`config.mk`:
```
export PLATFORM = sky130hd
export DESIGN_NAME = thick_line_span_rasterizer_top
export DESIGN_NICKNAME = d
export VERILOG_FILES = /design/src/hdl/tlsr_pkg.sv /design/src/hdl/tlsr_core.sv /design/src/hdl/tlsr_out_buf.sv /design/src/hdl/thick_line_span_rasterizer_top.sv
export SDC_FILE = /design/constraint.sdc
export NUM_CORES = 1
export LEC_CHECK = 0
export ABC_AREA = 1
export BUFFER_PORTS_ARGS = -buffer_cell sky130_fd_sc_hd__buf_2
export CORE_AREA = 2 2 236 238
export DETAILED_ROUTE_END_ITERATION = 7
export DIE_AREA = 0 0 238 240
export SYNTH_ARGS = -nofsm -noshare
export SYNTH_HDL_FRONTEND = slang
export SYNTH_SLANG_ARGS = --single-unit
```
`constraint.sdc`:
```
create_clock -name clock -period 4.95 [get_ports clock]
set_clock_uncertainty 0.1 [all_clocks]
set_input_delay 0.99 -clock clock [delete_from_list [all_inputs] [get_ports clock]]
set_output_delay 0.99 -clock clock [all_outputs]
set_load 0.01 [all_outputs]
```
`src/hdl/tlsr_pkg.sv`:
```
package tlsr_pkg;

   localparam int COORD_BITS = 12;
   // Accepted coordinates are non-negative, so the line state keeps magnitudes only.
   localparam int MAG_BITS   = COORD_BITS - 1;
   localparam int ERR_BITS   = COORD_BITS + 2;
   localparam int THICK_BITS = 8;
   localparam int COLOR_BITS = 16;

   typedef enum logic {
      REQ_START   = 1'b0,
      REQ_ADVANCE = 1'b1
   } req_kind_type;

   typedef struct packed {
      logic                          req_type;
      logic signed [COORD_BITS-1:0]  x_begin;
      logic signed [COORD_BITS-1:0]  y_begin;
      logic signed [COORD_BITS-1:0]  x_finish;
      logic signed [COORD_BITS-1:0]  y_finish;
      logic [THICK_BITS-1:0]         thickness;
      logic [COLOR_BITS-1:0]         pixel_color;
   } tlsr_request_type;

   typedef struct packed {
      logic signed [COORD_BITS-1:0]  rect_x;
      logic signed [COORD_BITS-1:0]  rect_y;
      logic [COORD_BITS-1:0]         rect_width;
      logic [COORD_BITS-1:0]         rect_height;
      logic [COLOR_BITS-1:0]         rect_color;
      logic                          last_rect;
   } tlsr_result_type;

endpackage

```
`src/hdl/tlsr_core.sv`:
```
module tlsr_core (
   input  logic                       clock,
   input  logic                       reset,
   input  logic                       req_fire,
   input  tlsr_pkg::tlsr_request_type req_payload,
   output logic                       res_valid,
   output tlsr_pkg::tlsr_result_type  res_payload
);
   import tlsr_pkg::*;

   typedef enum logic [1:0] {
      AXIS_WALK = 2'd0,
      AXIS_VERT = 2'd1,
      AXIS_HORZ = 2'd2
   } axis_type;

   logic                  line_active_ff, line_active_in;
   axis_type              axis_mode_ff, axis_mode_in;
   logic [MAG_BITS-1:0]   cur_col_ff, cur_col_in;
   logic [MAG_BITS-1:0]   cur_row_ff, cur_row_in;
   logic [MAG_BITS-1:0]   end_col_ff, end_col_in;
   logic [MAG_BITS-1:0]   end_row_ff, end_row_in;
   logic [MAG_BITS-1:0]   delta_col_ff, delta_col_in;
   logic [MAG_BITS-1:0]   delta_row_ff, delta_row_in;
   logic [ERR_BITS-1:0]   error_term_ff, error_term_in;
   logic                  col_step_down_ff, col_step_down_in;
   logic                  row_step_down_ff, row_step_down_in;
   logic                  shallow_line_ff, shallow_line_in;
   logic [THICK_BITS-1:0] thick_value_ff, thick_value_in;
   logic [COLOR_BITS-1:0] line_color_ff, line_color_in;

   // Start decode.
   logic                  coord_negative;
   logic [MAG_BITS-1:0]   x1, y1, x2, y2, dx, dy;
   logic                  start_drop;

   // Walk step.
   logic [COORD_BITS-1:0] thick_ext, thick_plus1, half_ext;
   logic [COORD_BITS-1:0] col_ext, row_ext;
   logic                  walk_last;
   logic signed [ERR_BITS:0] err_x2, err_ext, dx_ext, dy_ext, err_sum;
   logic                  take_row, take_col;

   always_comb begin
      coord_negative = req_payload.x_begin[COORD_BITS-1] | req_payload.y_begin[COORD_BITS-1]
                     | req_payload.x_finish[COORD_BITS-1] | req_payload.y_finish[COORD_BITS-1];
      x1 = req_payload.x_begin[MAG_BITS-1:0];
      y1 = req_payload.y_begin[MAG_BITS-1:0];
      x2 = req_payload.x_finish[MAG_BITS-1:0];
      y2 = req_payload.y_finish[MAG_BITS-1:0];
      dx = (x2 > x1) ? x2 - x1 : x1 - x2;
      dy = (y2 > y1) ? y2 - y1 : y1 - y2;
      start_drop = coord_negative
                 | (((dx == '0) | (dy == '0)) & (req_payload.thickness == '0));
   end

   always_comb begin
      thick_ext   = {{(COORD_BITS-THICK_BITS){1'b0}}, thick_value_ff};
      thick_plus1 = thick_ext + {{(COORD_BITS-1){1'b0}}, 1'b1};
      half_ext    = {{(COORD_BITS-THICK_BITS+1){1'b0}}, thick_value_ff[THICK_BITS-1:1]};
      col_ext     = {1'b0, cur_col_ff};
      row_ext     = {1'b0, cur_row_ff};
      walk_last   = (cur_col_ff == end_col_ff) & (cur_row_ff == end_row_ff);

      err_ext  = {error_term_ff[ERR_BITS-1], error_term_ff};
      err_x2   = {error_term_ff, 1'b0};
      dx_ext   = $signed({{(ERR_BITS+1-MAG_BITS){1'b0}}, delta_col_ff});
      dy_ext   = $signed({{(ERR_BITS+1-MAG_BITS){1'b0}}, delta_row_ff});
      take_row = err_x2 < dx_ext;
      take_col = err_x2 > -dy_ext;
      err_sum  = err_ext + (take_row ? dx_ext : '0) - (take_col ? dy_ext : '0);
   end

   always_comb begin
      line_active_in   = line_active_ff;
      axis_mode_in     = axis_mode_ff;
      cur_col_in       = cur_col_ff;
      cur_row_in       = cur_row_ff;
      end_col_in       = end_col_ff;
      end_row_in       = end_row_ff;
      delta_col_in     = delta_col_ff;
      delta_row_in     = delta_row_ff;
      error_term_in    = error_term_ff;
      col_step_down_in = col_step_down_ff;
      row_step_down_in = row_step_down_ff;
      shallow_line_in  = shallow_line_ff;
      thick_value_in   = thick_value_ff;
      line_color_in    = line_color_ff;

      res_valid               = 1'b0;
      res_payload.rect_x      = $signed(col_ext);
      res_payload.rect_y      = $signed(row_ext);
      res_payload.rect_width  = thick_ext;
      res_payload.rect_height = thick_ext;
      res_payload.rect_color  = line_color_ff;
      res_payload.last_rect   = 1'b1;

      if (req_fire) begin
         case (req_payload.req_type)
            REQ_START: begin
               if (!start_drop) begin
                  line_active_in   = 1'b1;
                  thick_value_in   = req_payload.thickness;
                  line_color_in    = req_payload.pixel_color;
                  delta_col_in     = dx;
                  delta_row_in     = dy;
                  col_step_down_in = x2 < x1;
                  row_step_down_in = y2 < y1;
                  shallow_line_in  = dx >= dy;
                  end_col_in       = x2;
                  end_row_in       = y2;
                  error_term_in    = {{(ERR_BITS-MAG_BITS){1'b0}}, dx}
                                   - {{(ERR_BITS-MAG_BITS){1'b0}}, dy};
                  if (dx == '0) begin
                     axis_mode_in = AXIS_VERT;
                     cur_col_in   = x1;
                     cur_row_in   = (y1 < y2) ? y1 : y2;
                  end else if (dy == '0) begin
                     axis_mode_in = AXIS_HORZ;
                     cur_col_in   = (x1 < x2) ? x1 : x2;
                     cur_row_in   = y1;
                  end else begin
                     axis_mode_in = AXIS_WALK;
                     cur_col_in   = x1;
                     cur_row_in   = y1;
                  end
               end
            end
            REQ_ADVANCE: begin
               if (line_active_ff) begin
                  res_valid = 1'b1;
                  case (axis_mode_ff)
                     AXIS_VERT: begin
                        res_payload.rect_height = {1'b0, delta_row_ff}
                                                + {{(COORD_BITS-1){1'b0}}, 1'b1};
                        line_active_in = 1'b0;
                     end
                     AXIS_HORZ: begin
                        res_payload.rect_width = {1'b0, delta_col_ff}
                                               + {{(COORD_BITS-1){1'b0}}, 1'b1};
                        line_active_in = 1'b0;
                     end
                     default: begin
                        res_payload.last_rect = walk_last;
                        if (shallow_line_ff) begin
                           res_payload.rect_y      = $signed(row_ext - half_ext);
                           res_payload.rect_width  = {{(COORD_BITS-1){1'b0}}, 1'b1};
                           res_payload.rect_height = thick_plus1;
                        end else begin
                           res_payload.rect_x      = $signed(col_ext - half_ext);
                           res_payload.rect_width  = thick_plus1;
                           res_payload.rect_height = {{(COORD_BITS-1){1'b0}}, 1'b1};
                        end
                        if (walk_last) begin
                           line_active_in = 1'b0;
                        end else begin
                           error_term_in = err_sum[ERR_BITS-1:0];
                           if (take_row) begin
                              cur_row_in = row_step_down_ff
                                 ? cur_row_ff - {{(MAG_BITS-1){1'b0}}, 1'b1}
                                 : cur_row_ff + {{(MAG_BITS-1){1'b0}}, 1'b1};
                           end
                           if (take_col) begin
                              cur_col_in = col_step_down_ff
                                 ? cur_col_ff - {{(MAG_BITS-1){1'b0}}, 1'b1}
                                 : cur_col_ff + {{(MAG_BITS-1){1'b0}}, 1'b1};
                           end
                        end
                     end
                  endcase
               end
            end
            default: begin
            end
         endcase
      end
   end

   always_ff @(posedge clock) begin
      if (reset) begin
         line_active_ff <= 1'b0;
         axis_mode_ff   <= AXIS_WALK;
      end else begin
         line_active_ff <= line_active_in;
         axis_mode_ff   <= axis_mode_in;
      end
   end

   always_ff @(posedge clock) begin
      cur_col_ff       <= cur_col_in;
      cur_row_ff       <= cur_row_in;
      end_col_ff       <= end_col_in;
      end_row_ff       <= end_row_in;
      delta_col_ff     <= delta_col_in;
      delta_row_ff     <= delta_row_in;
      error_term_ff    <= error_term_in;
      col_step_down_ff <= col_step_down_in;
      row_step_down_ff <= row_step_down_in;
      shallow_line_ff  <= shallow_line_in;
      thick_value_ff   <= thick_value_in;
      line_color_ff    <= line_color_in;
   end

endmodule

```
`src/hdl/tlsr_out_buf.sv`:
```
module tlsr_out_buf (
   input  logic                      clock,
   input  logic                      reset,
   input  logic                      res_valid,
   input  tlsr_pkg::tlsr_result_type res_payload,
   output logic                      buf_full,
   output logic                      rsp_valid,
   input  logic                      rsp_stall,
   output tlsr_pkg::tlsr_result_type rsp_payload
);
   import tlsr_pkg::*;

   logic            out_valid_ff, out_valid_in;
   logic            skid_valid_ff, skid_valid_in;
   tlsr_result_type out_data_ff, out_data_in;
   tlsr_result_type skid_data_ff, skid_data_in;
   logic            drain;

   // The skid entry catches one result while the receiver stalls, so the
   // request side only stalls once both entries are occupied.
   always_comb begin
      drain         = out_valid_ff & ~rsp_stall;
      out_valid_in  = out_valid_ff & ~drain;
      skid_valid_in = skid_valid_ff;
      out_data_in   = out_data_ff;
      skid_data_in  = skid_data_ff;
      if (skid_valid_ff) begin
         if (!out_valid_in) begin
            out_valid_in  = 1'b1;
            out_data_in   = skid_data_ff;
            skid_valid_in = 1'b0;
         end
      end else if (res_valid) begin
         if (!out_valid_in) begin
            out_valid_in = 1'b1;
            out_data_in  = res_payload;
         end else begin
            skid_valid_in = 1'b1;
            skid_data_in  = res_payload;
         end
      end
   end

   always_ff @(posedge clock) begin
      if (reset) begin
         out_valid_ff  <= 1'b0;
         skid_valid_ff <= 1'b0;
      end else begin
         out_valid_ff  <= out_valid_in;
         skid_valid_ff <= skid_valid_in;
      end
   end

   always_ff @(posedge clock) begin
      out_data_ff  <= out_data_in;
      skid_data_ff <= skid_data_in;
   end

   assign buf_full    = skid_valid_ff;
   assign rsp_valid   = out_valid_ff;
   assign rsp_payload = out_data_ff;

endmodule

```
`src/hdl/thick_line_span_rasterizer_top.sv`:
```
// Thick line span rasterizer.
// Requests arrive on req_valid / req_stall / req_payload. A start request
// loads a line (endpoints, thickness, color); each advance request returns
// the next rectangle to fill on rsp_valid / rsp_stall / rsp_payload, with
// last_rect set on the final one. Start requests, dropped starts and
// advances while no line is active produce no response.
// The response to an accepted advance request is registered in the response
// register, or in the skid entry while that register is held. Throughput: one
// request per cycle while req_stall is low, set by the single add-and-compare
// error step between the line state registers and the response register.
// Reset clears the active line and both response entries; the block takes
// requests in the first cycle after reset.
// When the receiver stalls, the response register holds its value and one
// more response is caught in a skid entry; req_stall rises while that
// entry is occupied and falls as soon as the receiver drains it.
module thick_line_span_rasterizer_top (
   input  logic                       clock,
   input  logic                       reset,
   input  logic                       req_valid,
   output logic                       req_stall,
   input  tlsr_pkg::tlsr_request_type req_payload,
   output logic                       rsp_valid,
   input  logic                       rsp_stall,
   output tlsr_pkg::tlsr_result_type  rsp_payload
);
   import tlsr_pkg::*;

   logic            req_fire;
   logic            res_valid;
   tlsr_result_type res_payload;
   logic            buf_full;

   assign req_stall = buf_full;
   assign req_fire  = req_valid & ~buf_full;

   tlsr_core u_core (
      .clock       (clock),
      .reset       (reset),
      .req_fire    (req_fire),
      .req_payload (req_payload),
      .res_valid   (res_valid),
      .res_payload (res_payload)
   );

   tlsr_out_buf u_out_buf (
      .clock       (clock),
      .reset       (reset),
      .res_valid   (res_valid),
      .res_payload (res_payload),
      .buf_full    (buf_full),
      .rsp_valid   (rsp_valid),
      .rsp_stall   (rsp_stall),
      .rsp_payload (rsp_payload)
   );

endmodule
```
==> results of run 1 <==
==> routing by layer <==
layer,up-vias,share of wire
met5,-,0.00037
met4,2,0.037
met3,101,0.048
met2,376,0.46
met1,6607,0.45
li1,7040,-
==> kinds of logic after synthesis <==
family                     count (synthesis)  synth area share
adders and majority gates                152            0.1229
and+or+nand+nor                          892            0.2283
buffers and inverters                    357           0.08308
AOI/OAI and AO/OA                        275           0.09596
xor gates and xnor gates                  72           0.03776
DFF                                      242            0.4321
==> path summary, 6_finish.rpt <==
kind                                               start                          to  slack (ns)  depth (start not counted)
worst max-delay path              u_core.delta_row_ff[0]    u_core.error_term_ff[12]       -0.14                         28
worst min-delay path            u_core.line_color_ff[14]  u_out_buf.skid_data_ff[15]        0.35                          0
worst max register to register    u_core.delta_row_ff[0]    u_core.error_term_ff[12]       -0.14                         28
worst min register to register  u_core.line_color_ff[14]  u_out_buf.skid_data_ff[15]        0.35                          0
==> critical path: cells and delay by family (launching register included) <==
kind | cells | cell delay (ns)
AND/OR/NAND/NOR | 7 | 1.10
adder cells (fa/ha/maj) | 5 | 1.25
flip-flops | 1 | 0.42
AO/OA/AOI/OAI | 13 | 1.75
buffers and inverters | 3 | 0.21
==> cell usage in the layout (no fill, tap or decap), drive strengths merged, types with 2 or more instances in the layout <==
cell | Yosys | layout
fa | 20 | 20
edfxtp | 237 | 237
nor2 | 104 | 104
nor4 | 3 | 3
bufinv | 0 | 3
a221oi | 2 | 2
buf | 18 | 241
xnor2 | 25 | 25
nor3b | 3 | 3
nand3b | 3 | 3
nand2 | 607 | 607
o21ai | 111 | 111
clkinvlp | 0 | 2
nand3 | 110 | 110
xor2 | 47 | 47
o22ai | 4 | 4
a21oi | 100 | 100
nand4 | 25 | 25
nor3 | 23 | 23
o211ai | 15 | 15
a21o | 4 | 4
clkbuf | 17 | 31
o221ai | 10 | 10
inv | 315 | 316
clkinv | 7 | 21
ha | 132 | 132
or2 | 9 | 9
a211oi | 3 | 3
dfxtp | 5 | 5
a21boi | 2 | 2
and2 | 4 | 4
o31ai | 4 | 4
o21a | 2 | 2
o21bai | 7 | 7
a31oi | 3 | 3
==> sequential cells by signal, indices dropped and copies added (netlist names), 8 cells and up <==
| name | cells |
|---|---|
| u_out_buf.skid_data_ff | 65 |
| u_core.cur_row_ff | 11 |
| u_core.cur_col_ff | 11 |
| u_core.thick_value_ff | 8 |
| u_core.line_color_ff | 16 |
| u_core.end_row_ff | 11 |
| u_core.end_col_ff | 11 |
| u_core.delta_row_ff | 11 |
| u_core.error_term_ff | 14 |
| u_core.delta_col_ff | 11 |
| u_out_buf.rsp_payload | 65 |
==> power by group through the flow <==
stage                     combinational (W)  clock (W)  sequential, W
after floorplan                    0.000875          0        0.00237
after global placement              0.00132          0        0.00238
after detailed placement            0.00135          0        0.00239
after CTS                           0.00141    0.00209        0.00234
after global routing                0.00166    0.00216        0.00235
final                               0.00147    0.00205        0.00234
==> through the flow <==
step,hold slack (ns),util
after floorplan,0.3268,-
after global placement,0.3296,0.3447
after detailed placement,0.3317,0.3447
after CTS,0.3457,0.3654
after global routing,0.3541,0.3679
final,0.3464,0.3679
==> repair_timing <==
action	CTS	global route
pin swaps	14	26
hold buffers	0	0
setup buffers	9	3
endpoints found under the setup margin	8	10
resized for setup	38	37
==> area by class of cell <==
cell class,instances,area [um2],share of cell area
Clock inverter,20,196.4,0.009767
Inverter,322,1209,0.06010
Multi-Input combinational cell,1391,8403,0.4178
Clock buffer,31,711.9,0.03540
Timing Repair Buffer,241,1493,0.07422
Sequential cell,242,7218,0.3589
Tap cell,704,880.8,0.04380
==> synth_stat cells, types with 20 or more instances <==
master / n / area (um2)
xor2_1: 47 / 411.6
inv_1: 307 / 1152
fa_1: 20 / 400.4
o21ai_0: 105 / 525.5
nand3_1: 102 / 510.5
ha_1: 132 / 1652
nand4_1: 24 / 150.1
nor3_1: 23 / 115.1
xnor2_1: 25 / 219.0
a21oi_1: 95 / 475.5
edfxtp_1: 237 / 7117
nor2_1: 98 / 367.9
nand2_1: 590 / 2215
==> flow_summary.yaml, run 1 <==
run_status:
  status: "complete, but fails checks"
  violations: "negative setup slack"
routing:
  drc_errors: 0
  drt-total-wl_um: 48850
  vias: 14130
  dr.first_iter.drc_count: 832
  wl_per_cell_um: 16.55
  viasPerCell: 4.787
  drt_pass1_iterations: 5
  ant_nets: 0
global_routing:
  grt_overflow_total: 0
  grt_pass1_wl_um: 77290
  grt_usage: 0.1710
  antenna_found_initial: 1
  busiest_layer: "met2"
  grtUsageMet2: 0.2902
  grt_max_degree: 68
  met1_usage: 0.2259
  grt_pass1_vias: 14180
  use_met3: 0.01711
die:
  rows: 86
  dieArea_mm2: 0.05712
  coreArea_mm2: 0.05466
  start_util: 0.3056
  die_x_um: 238
  die_y_um: 240
  io_pins: 144
placed_design:
  routabilityCongestion: 0.8815
  port_buffers: 143
  hpwlAfterDp_um: 38980
  dpl-instance-area_mm2: 0.01884
  post-place-ws_ns: -0.4270
  dpl.cell_count: 2889
layout:
  final_cells: 2951
  nNetsFinal: 2455
  drive_gt1_frac: 0.1794
  num-fill-cells: 5591
  area_growth_pct: 20.41
  antenna_cells: 0
  final_cell_area_mm2: 0.02011
clock_tree:
  cts_tree: "yes"
  cts_num_sinks: 242
  max-clock-path-buffers: 3
  cts_buffers: 28
  root_buffer: "clkbuf_16"
  worstSkewPairLatency_ns: 0.58
  h-tree-depth: 1
  clk_pin_slew_ns: 0.06
logic_synthesis:
  netlist_area_mm2: 0.01670
  syn_nets: 2219
  syn_inst: 1990
  synth-edff-count: 237
  ys_ff_latch: 242
  async_reset_ff_frac: 0
  seq_area_frac_synth: 0.4321
  synth.distinct_cells: 56
  synth_area_per_cell_um2: 8.393
  ys.flop_type: "edfxtp_1"
  synth_warnings: 0
power_and_ir_drop:
  p_sw_w: 0.001776
  peakVddDrop_mv: 0.2542
  p_total_w: 0.005863
  pwr-share-seq: 0.400
  p_clk_frac: 0.350
  internal_power_w: 0.004088
  p_comb_frac: 0.251
  switching_share: 0.3028
  p_leak_nw: 9.267
  power_density_mw_per_mm2: 291.5
worst_setup_path:
  cp-end-kind: "register"
  crit_required_ns: 5.14
  arrival_ns: 5.28
  critPathSlowestCell: "edfxtp_1"
  max_stage_delay_ns: 0.42
  criticalPathCategory: "reg -> reg"
  path_max_fanout: 6
  cp_common_cell: "o21ai_1"
  worstSetupStartpointType: "register"
timing:
  setup_viol: 4
  max_freq_mhz: 196.6
  rsz0062_at_grt: "yes"
  slew_headroom: 0.3173
  tightestPinTransition_ns: 1.022
  fin_setup_tns_ns: -0.2831
  slew_violations: 0
  period_share: 1.028
  finalHoldViolations: 0
  fin_ws_ns: -0.1377
  min_period_ns: 5.088
run:
  cap_viol_max_count: 0
worst_hold_path:
  hold_class: "reg -> reg"
(Power assumes the default switching activity.)
==> inputs of run 2 (changes only) <==
CORE_AREA = 2 2 186 188   (was 2 2 236 238)
DIE_AREA = 0 0 188 190   (was 0 0 238 240)
PLACE_DENSITY = 0.71   (was not set)
==> flow_summary.yaml, run 2 (synthesis results as in run 1) <==
routing:
  drt_pass1_iterations: 5
  drt-total-wl_um: 42940
  drc_errors: 0
  viasPerCell: 5.213
  vias: 13950
  dr.first_iter.drc_count: 1245
  wl_per_cell_um: 16.05
  ant_nets: 0
timing:
  setup_viol: 4
  rsz0062_at_grt: "yes"
  fin_setup_tns_ns: -0.2240
  fin_ws_ns: -0.1040
  finalHoldViolations: 0
  min_period_ns: 5.054
  hold_ws_ns: 0.3552
  slew_violations: 0
  slew_headroom: 0.4489
  period_share: 1.021
  max_freq_mhz: 197.9
  tightestPinTransition_ns: 0.8249
die:
  coreArea_mm2: 0.03395
  dieArea_mm2: 0.03572
  rows: 68
  die_y_um: 190
  die_x_um: 188
  start_util: 0.4920
  io_pins: 144
clock_tree:
  max-clock-path-buffers: 3
  ctsHoldBuffers: 0
  cts_num_sinks: 242
  root_buffer: "clkbuf_16"
  cts_tree: "yes"
  h-tree-depth: 1
  worstSkewPairLatency_ns: 0.52
  cts_buffers: 25
  clk_pin_slew_ns: 0.06
layout:
  num-fill-cells: 2968
  drive_gt1_frac: 0.1617
  final_cells: 2675
  regArea_mm2: 0.007218
  final_common_cell: "nand2_1"
  multi_input_area_mm2: 0.008300
  final_cell_mix: "nand2_1, inv_1, edfxtp_1"
  area_growth_pct: 16.38
  nNetsFinal: 2431
  antenna_cells: 0
run_status:
  status: "complete, but fails checks"
  violations: "negative setup slack"
global_routing:
  grt_max_degree: 72
  antenna_found_initial: 0
  grt_pass1_vias: 13230
  grt_overflow_total: 0
  grt_usage: 0.2382
  grt_pass1_wl_um: 68320
worst_setup_path:
  worstSetupStartpointType: "register"
  critPathSlowestCell: "edfxtp_1"
  criticalPathCategory: "reg -> reg"
  path_max_fanout: 7
  arrival_ns: 5.22
  max_stage_delay_ns: 0.45
  cp-end-kind: "register"
  crit_required_ns: 5.12
placed_design:
  dpl.cell_count: 2620
  post-place-ws_ns: -0.2857
  port_buffers: 143
  routabilityCongestion: 0.9432
  hpwlAfterDp_um: 33810
power_and_ir_drop:
  power_density_mw_per_mm2: 284.9
  p_leak_nw: 9.081
  peakVddDrop_mv: 0.2039
  p_total_w: 0.005537
run:
  cap_viol_max_count: 0
worst_hold_path:
  hold_class: "reg -> reg"
## run 2: worst paths after layout
check / startpoint / endpoint / slack, ns / depth (start not counted)
hold reg to reg: u_core.line_color_ff[8] / u_out_buf.skid_data_ff[9] / 0.36 / 0
hold / removal: u_core.line_color_ff[8] / u_out_buf.skid_data_ff[9] / 0.36 / 0
setup reg to reg: u_core.delta_row_ff[1] / u_core.error_term_ff[12] / -0.10 / 29
setup / recovery: u_core.delta_row_ff[1] / u_core.error_term_ff[12] / -0.10 / 29
## run 2: layout make-up
class,instances,area share
Tap cell,455,0.02929
Clock buffer,33,0.03528
Multi-Input combinational cell,1391,0.4270
Sequential cell,242,0.3714
Inverter,322,0.06218
Timing Repair Buffer,220,0.06868
Clock inverter,12,0.006180
## run 2: power breakdown
group | leakage, nW | switching (W) | internal [W]
logic | 6.51 | 0.000826 | 0.000535
registers | 2.19 | 0.0000338 | 0.00230
clock network | 0.379 | 0.000760 | 0.00108
total | 9.08 | 0.00162 | 0.00392
## run 2: worst max-delay path: cells and delay by family, from the launching register on
family	cells	cell delay, ns
buffers and inverters	5	0.46
and+or+nand+nor	9	1.19
AOI/OAI and AO/OA	10	1.40
adders and majority gates	5	1.21
DFF	1	0.45
## run 2: routing by layer
| layer | global-route usage | part of all wire |
|---|---|---|
| met3 | 0.02398 | 0.070 |
| met4 | 0.07904 | 0.032 |
| met2 | 0.3796 | 0.44 |
| met5 | 0 | 0 |
| met1 | 0.3414 | 0.46 |
## run 2: what timing repair did
item / CTS / global route
pin swaps: 12 / 10
gates resized for setup: 19 / 26
setup endpoints to repair: 9 / 10
setup buffers: 5 / 5
## run 2: metrics by stage
step / utilization / area [um2]
floorplan: - / 16740
global placement: 0.5415 / 18380
detailed placement: 0.5415 / 18380
CTS: 0.5683 / 19290
global route: 0.5726 / 19440
finish: 0.5726 / 19440
